`config.mk`:
```
export PLATFORM = sky130hd
export DESIGN_NAME = ipfe_ctrl
export DESIGN_NICKNAME = d
export VERILOG_FILES = /design/src/ipfe_pkg.sv /design/src/ipfe_ctrl.sv
export SDC_FILE = /design/constraint.sdc
export NUM_CORES = 1
export LEC_CHECK = 0
export BUFFER_PORTS_ARGS = -buffer_cell sky130_fd_sc_hd__clkbuf_2
export CAP_MARGIN = 15
export CORE_AREA = 8 8 45 47
export DETAILED_ROUTE_END_ITERATION = 10
export DIE_AREA = 0 0 53 55
export HOLD_SLACK_MARGIN = 0.03
export SYNTH_ARGS = -nofsm -noshare
export SYNTH_HDL_FRONTEND = slang
export SYNTH_SLANG_ARGS = --single-unit
```
`constraint.sdc`:
```
create_clock -name clk -period 2.4 [get_ports clk]
set_clock_uncertainty 0.05 [all_clocks]
set_input_delay 0.6 -clock clk [delete_from_list [all_inputs] [get_ports clk]]
set_output_delay 0.6 -clock clk [all_outputs]
set_load 0.1 [all_outputs]
```
`src/ipfe_pkg.sv`:
```
// Shared types, constants and helpers for the IPv4 forwarding engine.
`default_nettype none
package ipfe_pkg;

  localparam int ROUTE_ENTRIES = 64;
  localparam int IDX_W = (ROUTE_ENTRIES > 1) ? $clog2(ROUTE_ENTRIES) : 1;
  localparam int CNT_W = $clog2(ROUTE_ENTRIES + 1);

  localparam logic OP_ADD_ROUTE = 1'b0;
  localparam logic OP_HDR_WORD  = 1'b1;

  localparam logic [1:0] ACT_LOCAL    = 2'd0;
  localparam logic [1:0] ACT_FORWARD  = 2'd1;
  localparam logic [1:0] ACT_TTL_ERR  = 2'd2;
  localparam logic [1:0] ACT_NO_ROUTE = 2'd3;

  localparam logic [3:0] WIDX_FIRST = 4'd0;
  localparam logic [3:0] WIDX_TTL   = 4'd2;
  localparam logic [3:0] WIDX_DST   = 4'd4;
  localparam logic [3:0] IHL_MIN    = 4'd5;
  localparam logic [5:0] MASK_MAX   = 6'd32;

  typedef struct packed {
    logic [31:0] dest;
    logic [5:0]  len;
    logic [31:0] hop;
  } route_t;

  typedef enum logic [1:0] {
    ST_IDLE,
    ST_DECIDE,
    ST_WALK
  } state_t;

  typedef struct packed {
    logic       accept;
    logic       rd_start;
    logic       rd_next;
    logic       emit;
    logic [1:0] emit_action;
  } ctrl_cmd_t;

  typedef struct packed {
    logic hdr_last;
    logic ttl_zero;
    logic is_local;
    logic table_empty;
    logic hit;
    logic last_entry;
  } dp_status_t;

  function automatic logic [31:0] prefix_mask(input logic [5:0] len);
    logic [31:0] m;
    if (len == 6'd0) begin
      m = 32'd0;
    end else begin
      m = 32'hFFFF_FFFF << (MASK_MAX - len);
    end
    return m;
  endfunction

endpackage
`default_nettype wire

```
`src/ipfe_ctrl.sv`:
```
// Controller FSM: header intake, verdict decision and route table walk.
`default_nettype none
module ipfe_ctrl import ipfe_pkg::*; (
  input  wire logic       clk,
  input  wire logic       rst_n,
  input  wire logic       start,
  output logic            busy,
  input  wire dp_status_t st,
  output ctrl_cmd_t       cmd
);
  state_t state_r, state_nxt;

  always_ff @(posedge clk) begin
    if (!rst_n) begin
      state_r <= ST_IDLE;
    end else begin
      state_r <= state_nxt;
    end
  end

  always_comb begin
    state_nxt       = state_r;
    busy            = (state_r != ST_IDLE);
    cmd             = '0;
    cmd.accept      = start && (state_r == ST_IDLE);
    cmd.emit_action = ACT_NO_ROUTE;
    unique case (state_r)
      ST_IDLE: begin
        if (cmd.accept && st.hdr_last) begin
          state_nxt = ST_DECIDE;
        end
      end
      ST_DECIDE: begin
        priority if (st.ttl_zero) begin
          cmd.emit        = 1'b1;
          cmd.emit_action = ACT_TTL_ERR;
          state_nxt       = ST_IDLE;
        end else if (st.is_local) begin
          cmd.emit        = 1'b1;
          cmd.emit_action = ACT_LOCAL;
          state_nxt       = ST_IDLE;
        end else if (st.table_empty) begin
          cmd.emit        = 1'b1;
          cmd.emit_action = ACT_NO_ROUTE;
          state_nxt       = ST_IDLE;
        end else begin
          cmd.rd_start = 1'b1;
          state_nxt    = ST_WALK;
        end
      end
      ST_WALK: begin
        priority if (st.hit) begin
          cmd.emit        = 1'b1;
          cmd.emit_action = ACT_FORWARD;
          state_nxt       = ST_IDLE;
        end else if (st.last_entry) begin
          cmd.emit        = 1'b1;
          cmd.emit_action = ACT_NO_ROUTE;
          state_nxt       = ST_IDLE;
        end else begin
          cmd.rd_next = 1'b1;
        end
      end
      default: begin
        state_nxt = ST_IDLE;
      end
    endcase
  end
endmodule
`default_nettype wire

```
### After elaboration in Yosys (flattened, before gate mapping)

Cells that the tools add are included.

* flip-flop bits (word level): 2
* bits of input ports: 9
* output and inout bits: 7

* equality and inequality tests: 4
* mux-type cells: 20
* reductions and logical operators: 5

Operators with widths (count)
* 3-bit two-way mux: 5
* 2-bit two-way mux: 6
* 1-bit two-way mux: 7
* 2-bit one-hot mux with 3 select lines: 1
* 3-bit one-hot mux with 2 select lines: 1
* 3-bit != test, second input constant: 1
* 2-bit by 1-bit equality test with 1-bit output, second input constant: 1
* 2-bit equality test, second input constant: 1
* 1-bit logical AND: 2
* 2-bit zero test: 1
* 2-bit by 1-bit != test with 1-bit output, second input constant: 1
* 2-bit AND reduction: 1
* 2-bit nonzero test: 1

### Logic depth before layout (Yosys ltp)

Gate-level depths: netlist of run 1.

* depth after elaboration: 5
* gate-level depth with buffers: 5
* depth with buffers taken out: 5

### Least setup slack after synthesis of run 1

Ideal clock, no wire load.

* path type: register to output
* start point: reg state_r[1]
* end point: out cmd[2] in the netlist's numbering
* data arrival time: 2.919 ns
* data required time: 1.750 ns
* path slack: -1.169 ns
* cell stages (with the launch flop): 4
* path through: dfxtp_1 > inv_1 > ha_1 > a21boi_0

RTL lines
* from (decl): RTL line ipfe_ctrl.sv:11 `state_t state_r, state_nxt;`
* from (signal assigned): RTL line ipfe_ctrl.sv:17 `state_r <= state_nxt;`
* to (decl): RTL line ipfe_ctrl.sv:9 `output ctrl_cmd_t cmd`

==> flow_summary.yaml, run 1 <==
outcome:
  status: "completed"
synth:
  yosysUniqueCellTypes: 17
  syn-num-nets: 44
  yosysWarnings: 0
  library_cell_with_the_highest_instance_count_after_synthesis: "sky130_fd_sc_hd__ha_1"
  flip_flop_and_latch_count_after_synthesis: 2
  post_synth_inst_count: 30
  synth_sequential_area_ratio: 0.153
  asyncSetResetFlopFracSynth: 0
  netlist_area_um2: 262
  synth_area_leaders: "sky130_fd_sc_hd__ha_1 24%, sky130_fd_sc_hd__dfxtp_1 15%, sky130_fd_sc_hd__nor4b_4 9.1%"
  number_of_flops_mapped_to_enable_cells_by_yosys: 0
  ys.flop_type: "sky130_fd_sc_hd__dfxtp_1"
  synth_area_per_cell_um2: 8.72
  proportion_of_netlist_area_held_by_the_largest_area_contributor: 0.239
  synth_common_cells: "5 x sky130_fd_sc_hd__ha_1, 4 x sky130_fd_sc_hd__inv_1, 3 x sky130_fd_sc_hd__nand2_1"
  post-synth-top-area-cell: "sky130_fd_sc_hd__ha_1"
grt:
  grt_max_degree: 6
  first_global_vias: 295
  antenna_found_initial: 0
  global_route_wire_length_before_repair_um: 1190
  track_usage: 0.0556
  global_route.overflow_total: 0
critical_path:
  crit_arrival_ns: 1.65
  endpoint_kind_of_the_worst_setup_timing_path: "primary output"
  worstPathCellList: "inv_1 > ha_1 > a21boi_2 > clkbuf_2"
  critical_path.max_fanout: 4
  crit_slowest_cell: "sky130_fd_sc_hd__clkbuf_2"
  r2r_end: "state_r[1]$_SDFFE_PN0P_"
  timing.critical_path.from_type: "register"
  flop2flop_setup_slack_ns: 1.03
  worst_r2r_startpoint: "state_r[0]$_SDFFE_PN0P_"
  criticalPathCategory: "reg -> out"
  cp.required_ns: 1.75
  timing.reg2reg.worst_path_depth: 5
  critical-path-max-stage-delay_ns: 0.46
route:
  routed_wire_length_per_instance_um: 10.5
  route.detailed.vias_per_inst: 4.16
  detail_route.wirelength_um: 675
  drc: 0
  final_antenna_net_count: 0
  drt_pre_antenna_iters: 2
  initialDrtViolationCount: 1
  dr_total_vias: 266
timing:
  hold_viol: 0
  maxSlewViolCount: 0
  final.hold.worst_slack_ns: 0.472
  setup_repair_after_global_routing_missed_its_margin: "false"
  tns_ns: 0
  fin_crit_ns: 2.30
  achievable-frequency_mhz: 434
  worst_pin_slew_ns: 0.545
  worst_max_slew_margin_expressed_relative_to_the_limit: 0.638
  setup_viol: 0
  final.period_utilization: 0.960
clock_network:
  clk_latency_ns: 0.22
  cts_buffers: 3
  cts_sinks: 2
  cts-root-buf: "sky130_fd_sc_hd__clkbuf_4"
  tritoncts_clock_tree: "built"
  h_tree_levels: 1
  cts.repair_timing.setup_buffer_count: 0
  hold_buffers: 0
  cts_repair_resize_count: 0
  clk_transition_reported_paths_ns: 0.03
  max-clock-path-buffers: 2
floorplanning:
  io-pin-count: 16
  core.rowCount: 14
  floorplan.initialDensity: 0.189
  die_h_um: 55
  dieArea_um2: 2920
  die-width_um: 53
  core_region_area_um2: 1380
finish:
  multiInputGateArea_um2: 216
  final_layout_size_suffix_gt1_frac: 0.458
  synthToLayoutAreaGrowth_pct: 67.0
  final.fill_count: 147
  regMostFlops: "state_r"
  layout.area.seq_um2: 40.0
  antenna-diode-count: 0
  largest_register_ff_count: 2
  final_nets: 64
  design_area_um2: 437
  largest_registers: "state_r x2"
placement:
  finalWeightedCongestion: 0.685
  postPlaceCellArea_um2: 414
  port_buffers: 15
  detailedPlacementHpwl_um: 586
run:
  maxCapViolCount: 0
min_path:
  whs_endpoint: "state_r[0]$_SDFFE_PN0P_"
  min_delay_path_depth: 2
  min_path_type: "reg -> reg"
  min-delay-start: "state_r[0]$_SDFFE_PN0P_"
power:
  cellLeakagePower_nw: 0.198
  pwr_density_cell_nw_per_um2: 740
  worst_ir_drop_vdd_v: 0.000368
-- critical path: cells and delay by family, from the launching register on --
| family | cells | cell delay, ns |
|---|---|---|
| flops | 1 | 0.38 |
| compound gates | 1 | 0.16 |
| fa+ha+maj | 1 | 0.32 |
| buf+inv | 2 | 0.56 |
-- cells by family after synthesis --
| family | after synthesis | share of synthesized area |
|---|---|---|
| simple gates | 10 | 0.292 |
| compound gates | 9 | 0.258 |
| fa+ha+maj | 5 | 0.239 |
| buf+inv | 4 | 0.0574 |
| flops | 2 | 0.153 |
-- worst max path at each step --
| stage | to | start | slack [ns] |
|---|---|---|---|
| final | cmd[2] | state_r[1]$_SDFFE_PN0P_ | 0.1 |
| after global placement | cmd[2] | st[3] | 0.25 |
| after CTS | cmd[2] | state_r[1]$_SDFFE_PN0P_ | 0.09 |
| after floorplan | cmd[4] | st[3] | 0.04 |
| after global routing | cmd[2] | state_r[1]$_SDFFE_PN0P_ | 0.02 |
| after detailed placement | cmd[2] | st[3] | 0.24 |
-- final cells by class --
class,instances,share of cell area
clock buffers,3,0.0516
inverters,4,0.0344
multi-input cells,24,0.496
flip-flops and latches,2,0.0917
well taps,16,0.0458
repair buffers,15,0.281
-- placed cells by master, fill, tap and decap left out --
cell type	netlist	routed
sky130_fd_sc_hd__buf_12	0	3
sky130_fd_sc_hd__clkbuf_4	0	3
sky130_fd_sc_hd__nor2_1	1	1
sky130_fd_sc_hd__o211ai_1	2	2
sky130_fd_sc_hd__nand3_1	1	1
sky130_fd_sc_hd__nand3b_1	1	1
sky130_fd_sc_hd__nand2_1	3	3
sky130_fd_sc_hd__a21boi_2	0	1
sky130_fd_sc_hd__inv_1	4	4
sky130_fd_sc_hd__and2_1	1	1
sky130_fd_sc_hd__o31ai_2	1	1
sky130_fd_sc_hd__nand2b_1	1	1
sky130_fd_sc_hd__a21boi_1	1	1
sky130_fd_sc_hd__clkbuf_2	0	11
sky130_fd_sc_hd__ha_1	5	5
sky130_fd_sc_hd__nor4b_4	1	1
sky130_fd_sc_hd__dfxtp_1	2	2
sky130_fd_sc_hd__nor3b_4	0	1
sky130_fd_sc_hd__o31ai_1	2	2
sky130_fd_sc_hd__buf_4	0	1
sky130_fd_sc_hd__o21ai_0	2	2
-- stage by stage --
stage	setup WS [ns]	util	power (mW)	cells
final	0.0968	0.316	0.323	64
after global routing	0.0229	0.316	0.343	64
after CTS	0.0872	0.316	0.330	64
after detailed placement	0.242	0.299	0.250	61
after global placement	0.254	0.299	0.248	61
after floorplan	0.0402	-	0.197	30
-- report_power, final --
part	total (mW)	switching (mW)	internal (mW)
clock network	0.0752	0.0199	0.0553
logic	0.208	0.154	0.0530
registers	0.0403	0.00295	0.0373
total	0.323	0.177	0.146
-- per-layer routing --
metal	up-vias	global-route usage	wire, um	share of wire
met1	110	0.0635	316	0.47
met4	0	0.0647	19	0.028
met3	2	0.0214	76	0.11
met5	-	0	0	0
li1	142	-	-	-
met2	12	0.0723	261	0.39
(Power assumes the default switching activity.)
==> run 2, diff against run 1 <==
==> constraint.sdc (replaced) <==
create_clock -name clk -period 2.5 [get_ports clk]
set_clock_uncertainty 0.05 [all_clocks]
set_input_delay 0.625 -clock clk [delete_from_list [all_inputs] [get_ports clk]]
set_output_delay 0.625 -clock clk [all_outputs]
set_load 0.1 [all_outputs]
==> flow_summary.yaml, run 2 (synthesized netlist as in run 1, its figures left out) <==
outcome:
  status: "completed"
route:
  routed_wire_length_per_instance_um: 10.7
  drt_pre_antenna_iters: 3
  route.detailed.vias_per_inst: 4.22
  detail_route.wirelength_um: 687
  drc: 0
  dr_total_vias: 270
  initialDrtViolationCount: 3
  final_antenna_net_count: 0
critical_path:
  criticalPathCategory: "reg -> out"
  endpoint_kind_of_the_worst_setup_timing_path: "primary output"
  critical_path.max_fanout: 4
  crit_arrival_ns: 1.62
  cp.required_ns: 1.82
  timing.critical_path.from_type: "register"
grt:
  global_route.overflow_total: 0
  antenna_found_initial: 0
  track_usage: 0.0611
  global_route_wire_length_before_repair_um: 1290
  first_global_vias: 331
  grt_max_degree: 6
floorplanning:
  core.rowCount: 14
  die-width_um: 53
  dieArea_um2: 2920
  io-pin-count: 16
  floorplan.initialDensity: 0.189
  core_region_area_um2: 1380
  die_h_um: 55
finish:
  antenna-diode-count: 0
  regMostFlops: "state_r"
  final_layout_size_suffix_gt1_frac: 0.458
  final_nets: 64
  synthToLayoutAreaGrowth_pct: 62.2
  largest_register_ff_count: 2
  final_cell_mix: "11 x sky130_fd_sc_hd__clkbuf_2, 5 x sky130_fd_sc_hd__ha_1, 4 x sky130_fd_sc_hd__inv_1"
  layout_commonest_cell: "sky130_fd_sc_hd__clkbuf_2"
  largest_registers: "state_r x2"
timing:
  setup_viol: 0
  achievable-frequency_mhz: 435
  maxSlewViolCount: 0
  worst_pin_slew_ns: 0.542
  tns_ns: 0
  worst_max_slew_margin_expressed_relative_to_the_limit: 0.640
  hold_viol: 0
  fin_crit_ns: 2.30
  final.hold.worst_slack_ns: 0.478
  setup_repair_after_global_routing_missed_its_margin: "false"
  final.period_utilization: 0.919
power:
  pwr_density_cell_nw_per_um2: 707
  clkPwrFrac: 0.242
  worst_ir_drop_vdd_v: 0.000311
  cellLeakagePower_nw: 0.193
  cell_internal_pwr_mw: 0.131
  net-switching-power_mw: 0.169
  p_comb_frac: 0.629
  switching_share: 0.564
  p_seq_frac: 0.130
clock_network:
  cts.repair_timing.setup_buffer_count: 0
  cts_sinks: 2
  h_tree_levels: 1
  clk_latency_ns: 0.23
  max-clock-path-buffers: 2
  clk_transition_reported_paths_ns: 0.03
  tritoncts_clock_tree: "built"
  cts_buffers: 3
  cts-root-buf: "sky130_fd_sc_hd__clkbuf_4"
  hold_buffers: 0
  cts_repair_resize_count: 0
placement:
  port_buffers: 15
  finalWeightedCongestion: 0.695
  detailedPlacementHpwl_um: 585
min_path:
  min_path_type: "reg -> reg"
run:
  maxCapViolCount: 0
run 2: changes by cell type in the layout (fill, tap and decap cells not counted):
cell / delta
sky130_fd_sc_hd__buf_12: -1
sky130_fd_sc_hd__buf_4: +1
run 2: power groups by stage:
stage	logic, mW	clock network [mW]	registers, mW
global route	0.199	0.0777	0.0399
detailed placement	0.191	0	0.0393
floorplan	0.151	0	0.0384
global placement	0.188	0	0.0391
CTS	0.191	0.0772	0.0388
finish	0.188	0.0724	0.0389
run 2: per-layer routing:
metal,routed length [um],part of all wire,global-route usage,vias up
met5,0,0,0,-
met4,0,0,0.0776,0
met3,50,0.073,0.0187,0
met2,315,0.46,0.0859,10
met1,321,0.47,0.0651,116
li1,-,-,-,144
run 2: stage by stage:
stage | worst slack, ns | instances | power [mW] | util | area, um^2
4_1_cts | 0.175 | 64 | 0.307 | 0.307 | 424
5_1_grt | 0.0870 | 64 | 0.317 | 0.307 | 424
3_5_place_dp | 0.293 | 61 | 0.230 | 0.290 | 402
3_3_place_gp | 0.300 | 61 | 0.227 | 0.290 | 402
6_report | 0.203 | 64 | 0.300 | 0.307 | 424
2_1_floorplan | 0.0902 | 30 | 0.189 | - | 272
run 2: area by class of cell:
type / count / area (um^2)
Tap cell: 16 / 20.0
Timing Repair Buffer: 15 / 110
Fill cell: 151 / 960
Clock buffer: 3 / 22.5
Sequential cell: 2 / 40.0
Multi-Input combinational cell: 24 / 216
Inverter: 4 / 15.0
run 2: worst max-delay path: stages, from the launching register on:
cell and delay [ns]:
sky130_fd_sc_hd__dfxtp_1 0.38, sky130_fd_sc_hd__inv_1 0.09, sky130_fd_sc_hd__ha_1 0.31, sky130_fd_sc_hd__a21boi_2 0.15
sky130_fd_sc_hd__clkbuf_2 0.46
run 2: final timing paths:
kind / from / to / slack [ns] / cells after the start
hold reg to reg: state_r[0]$_SDFFE_PN0P_ / state_r[0]$_SDFFE_PN0P_ / 0.48 / 2
setup reg to reg: state_r[0]$_SDFFE_PN0P_ / state_r[1]$_SDFFE_PN0P_ / 1.14 / 5
setup / recovery: state_r[1]$_SDFFE_PN0P_ / cmd[2] / 0.20 / 4
hold / removal: state_r[0]$_SDFFE_PN0P_ / state_r[0]$_SDFFE_PN0P_ / 0.48 / 2
